==> src/lfbd_pkg.sv <==
package lfbd_pkg;

  localparam int unsigned OUT_BYTES = 4;
  localparam logic [3:0] FLAG_ITEMS = 4'd8;

  typedef enum logic [1:0] {
    PH_FLAG  = 2'd0,
    PH_ITEM  = 2'd1,
    PH_DHIGH = 2'd2,
    PH_LEN   = 2'd3
  } phase_t;

  typedef enum logic [1:0] {
    ST_DATA = 2'd0,
    ST_END  = 2'd1,
    ST_BAD  = 2'd2
  } status_t;

  // commands from the controller to the datapath
  typedef struct packed {
    logic latch;       // capture the incoming byte
    logic flag;        // load a new flag byte
    logic lit;         // literal: write history and send it out
    logic dlow;        // token distance low byte
    logic dhigh;       // token distance high byte
    logic end_mark;    // end of stream result
    logic bad;         // bad distance result
    logic skip;        // zero length copy, item finished
    logic copy_start;  // set up source pointer and length
    logic rd;          // read one history byte
    logic wr;          // write the byte read back into history
  } cmd_t;

  // status from the datapath to the controller
  typedef struct packed {
    phase_t phase;
    logic   flag_bit;
    logic   end_tok;
    logic   dist_bad;
    logic   len_zero;
    logic   out_free;
    logic   emit_due;
    logic   copy_last;
  } sts_t;

endpackage

==> src/lfbd_ctrl.sv <==
module lfbd_ctrl (
  input  logic           clk,
  input  logic           rst,
  input  logic           in_valid,
  output logic           in_stall,
  input  lfbd_pkg::sts_t sts,
  output lfbd_pkg::cmd_t cmd
);
  import lfbd_pkg::*;

  typedef enum logic [4:0] {
    S_IDLE   = 5'b00001,
    S_DECODE = 5'b00010,
    S_READ   = 5'b00100,
    S_WRITE  = 5'b01000,
    S_HALT   = 5'b10000
  } state_t;

  state_t state, state_next;

  // halted: inputs are still taken but dropped
  assign in_stall = !((state == S_IDLE) || (state == S_HALT));

  always_comb begin
    cmd        = '0;
    state_next = state;
    case (state)
      S_IDLE: begin
        if (in_valid) begin
          cmd.latch  = 1'b1;
          state_next = S_DECODE;
        end
      end
      S_DECODE: begin
        case (sts.phase)
          PH_FLAG: begin
            cmd.flag   = 1'b1;
            state_next = S_IDLE;
          end
          PH_ITEM: begin
            if (sts.flag_bit) begin
              cmd.dlow   = 1'b1;
              state_next = S_IDLE;
            end else if (sts.out_free) begin
              cmd.lit    = 1'b1;
              state_next = S_IDLE;
            end
          end
          PH_DHIGH: begin
            cmd.dhigh  = 1'b1;
            state_next = S_IDLE;
          end
          PH_LEN: begin
            if (sts.end_tok) begin
              if (sts.out_free) begin
                cmd.end_mark = 1'b1;
                state_next   = S_IDLE;
              end
            end else if (sts.dist_bad) begin
              if (sts.out_free) begin
                cmd.bad    = 1'b1;
                state_next = S_HALT;
              end
            end else if (sts.len_zero) begin
              cmd.skip   = 1'b1;
              state_next = S_IDLE;
            end else begin
              cmd.copy_start = 1'b1;
              state_next     = S_READ;
            end
          end
          default: state_next = S_IDLE;
        endcase
      end
      S_READ: begin
        cmd.rd     = 1'b1;
        state_next = S_WRITE;
      end
      S_WRITE: begin
        // read data holds while a packed result waits for the output register
        if (!sts.emit_due || sts.out_free) begin
          cmd.wr     = 1'b1;
          state_next = sts.copy_last ? S_IDLE : S_READ;
        end
      end
      S_HALT: state_next = S_HALT;
      default: state_next = S_IDLE;
    endcase
  end

  always_ff @(posedge clk) begin
    if (rst) begin
      state <= S_IDLE;
    end else begin
      state <= state_next;
    end
  end

endmodule

==> config.mk <==
export PLATFORM = sky130hd
export DESIGN_NAME = lfbd_ctrl
export DESIGN_NICKNAME = d
export VERILOG_FILES = /design/src/lfbd_pkg.sv /design/src/lfbd_ctrl.sv
export SDC_FILE = /design/constraint.sdc
export NUM_CORES = 1
export LEC_CHECK = 0
export BUFFER_PORTS_ARGS = -buffer_cell sky130_fd_sc_hd__buf_2
export CORE_AREA = 2 2 39 41
export DETAILED_ROUTE_END_ITERATION = 12
export DIE_AREA = 0 0 41 43
export HOLD_SLACK_MARGIN = 0.05
export PLACE_DENSITY = 0.73
export SLEW_MARGIN = 20
export SYNTH_ARGS = -nofsm -noshare
export SYNTH_HDL_FRONTEND = slang
export SYNTH_SLANG_ARGS = --single-unit
==> constraint.sdc <==
create_clock -name clk -period 1.9 [get_ports clk]
set_clock_uncertainty 0.1 [all_clocks]
set_input_delay 0.095 -clock clk [delete_from_list [all_inputs] [get_ports clk]]
set_output_delay 0.095 -clock clk [all_outputs]
set_load 0.01 [all_outputs]
==> impl_metrics.toml <==
[flow_run]
drv_cap = 0

[grt]
grt_overflow = 0
grt_pass1_wl_mm = 2.13
grt_start_max_net_pins = 10
grt_use_total = 0.173
grt_pass1_vias = 512
antenna_found_initial = 0

[drt]
drt_iter0_drc = 5
postRouteWirelength_mm = 1.28
routed_via_density = 5.34
vias = 587
wl_per_cell_um = 11.7
drc = 0
ant_nets = 0
drtPass1Iterations = 4

[critical_path]
arrival_ps = 1510
r2r_start = "state[4]$_SDFFE_PP0P_"
cp-startpoint = "state[4]$_SDFFE_PP0P_"
path_max_fanout = 8
critical_path_class = "reg2out"
r2r_setup_slack_ps = 230
cp.required_ps = 1700
r2r_cells = 4
cp-start-kind = "flop"
cp-end-kind = "output pin"
r2r_end = "state[0]$_SDFFE_PP1P_"

[synth]
netlist-cell-type-count = 35
synth_cells = 70
synth_commonest_cells = "inv_1, nor2_1, dfxtp_1, nor2b_1, nor3_1"
synthesis.area_um2 = 526
ys_ff_latch = 5
muxShareOfSynthArea = 0.0190
yosys_warnings = 0
synth_top_family_by_area = "simple AND/OR/NAND/NOR gates"
syn_nets = 82
synth_flop_cell = "dfxtp_1"
synth_compound_area_frac = 0.198
synth-simple-area-share = 0.457
avgSynthCellArea_um2 = 7.51
synth_edf_count = 0
synth_top_cell_by_area = "dfxtp_1"
ys_seq_area_frac = 0.190
async_flop_share = 0
yosysTopAreaCellShare = 0.190
synthTopCellsByArea = "dfxtp_1, nor2b_1, inv_1"
synth_xor_area_frac = 0.0333
synth_fa_ha_area_frac = 0

[cells_and_area]
ff_latch_area_um2 = 100
fin_cells = 110
largest_register_ffs = 5
top_regs = "state (5)"
drive_gt1_frac = 0.340
layout.nets = 107
top_register = "state"
diodes = 0
fillers = 154
multi_input_area_um2 = 372
syn_to_final_growth_pct = 25.5

[worst_hold_path]
min-delay-start = "rst"
hold_path_class = "in2reg"
worstHoldPathCells = 3
hold_end = "state[1]$_SDFFE_PP0P_"

[cts]
path_clk_slew_ps = 50
cts_buffers = 3
max-clock-path-buffers = 2
cts_tree = "yes"
root_buffer = "clkbuf_4"
post_cts_resized = 0
clock-sinks = 5
post_cts_buffers = 0
clk_latency_ps = 240
ctsHoldBuffers = 0
cts-htree-levels = 1

[place]
portBuffers = 23
dp_hpwl_mm = 1.04
gp_congestion = 0.800
dp_cells = 106

[floorplan]
die_x_um = 41
core_um2 = 1380
rows = 14
dieArea_um2 = 1760
start_util = 0.380
ioPinCount = 24
fp.dieH_um = 43

[sta]
slew_headroom = 0.724
hold_viol_final = 0
setup_viol = 0
rsz0062_at_grt = "false"
period_needed_ps = 1710
tns_ps = 0
slew_viol_final = 0
fin_crit_sh = 0.900
tightest_slew_ps = 403
fmax_ghz = 0.585

[run_status]
outcome = "finished, final reports clean"

[power_and_ir_drop]
power_density_nw_per_um2 = 491
ir_drop_mv = 0.321
p_leak_nw = 0.321
[routing by layer]
metal,GRT usage,vias up,wire length [um]
li1,-,303,-
met2,0.250,11,650
met5,0,-,0
met3,0.0471,0,28
met4,0.0600,0,0
met1,0.239,273,604
[critical path, cell delays in order, from the launching register on]
cell and delay [ps]:
dfxtp_1 390, nor3_4 310, nand3_1 210, nor3_1 200, buf_2 160
[cells by family (layout without fill, tap and decap cells)]
family | Yosys count | in the layout
flops | 5 | 5
compound gates | 13 | 13
simple gates | 39 | 39
xor+xnor | 2 | 2
mux | 1 | 1
buf+inv | 10 | 34
[cell usage in the layout (no fill, tap or decap)]
| master | synthesis | routed |
|---|---|---|
| a2111oi_0 | 1 | 1 |
| a21oi_1 | 3 | 3 |
| a221o_1 | 1 | 1 |
| a22o_1 | 1 | 1 |
| a22oi_1 | 1 | 1 |
| and2_1 | 1 | 1 |
| and2_2 | 1 | 1 |
| and2b_2 | 1 | 1 |
| and3_1 | 3 | 3 |
| and4b_1 | 1 | 1 |
| buf_2 | 1 | 23 |
| clkbuf_1 | 0 | 1 |
| clkbuf_4 | 0 | 3 |
| dfxtp_1 | 5 | 5 |
| inv_1 | 7 | 7 |
| mux2i_1 | 1 | 1 |
| nand2_1 | 2 | 2 |
| nand3_1 | 4 | 4 |
| nand3b_1 | 2 | 2 |
| nand4_1 | 1 | 1 |
| nor2_1 | 7 | 7 |
| nor2b_1 | 5 | 5 |
| nor3_1 | 5 | 5 |
| nor3_4 | 1 | 1 |
| nor4_1 | 1 | 1 |
| nor4_2 | 1 | 1 |
| nor4b_1 | 1 | 1 |
| o2111a_1 | 1 | 1 |
| o21a_1 | 1 | 1 |
| o21ai_0 | 1 | 1 |
| o2bb2a_2 | 1 | 1 |
| o32a_1 | 1 | 1 |
| o32ai_1 | 1 | 1 |
| or2_0 | 1 | 1 |
| or3_2 | 1 | 1 |
| xor2_1 | 2 | 2 |
[final cells by class]
cell class | instances | share of cell area
inverters | 7 | 0.0398
clock buffers | 4 | 0.0398
repair buffers | 23 | 0.175
well taps | 16 | 0.0304
flip-flops and latches | 5 | 0.152
multi-input cells | 55 | 0.564
[where the power goes]
part	switching, mW	internal, mW
logic	0.0411	0.0405
registers	0.00955	0.110
clock network	0.0436	0.0794
[stage by stage]
step                      power, mW  instance area [um2]   util  hold slack [ps]  worst slack [ps]
after floorplan               0.175                  526      -              141               302
after global placement        0.201                  633  0.458              309               271
after detailed placement      0.202                  633  0.458              320               238
after CTS                     0.326                  659  0.476             63.8               183
after global routing          0.348                  659  0.476             73.7              38.0
final                         0.324                  659  0.476             68.7               191
[worst max path at each step]
stage	end
finish	cmd[3]
global placement	state[0]$_SDFFE_PP1P_
floorplan	state[0]$_SDFFE_PP1P_
detailed placement	state[0]$_SDFFE_PP1P_
global route	cmd[3]
CTS	cmd[3]
Power figures use the tool's default switching activity.
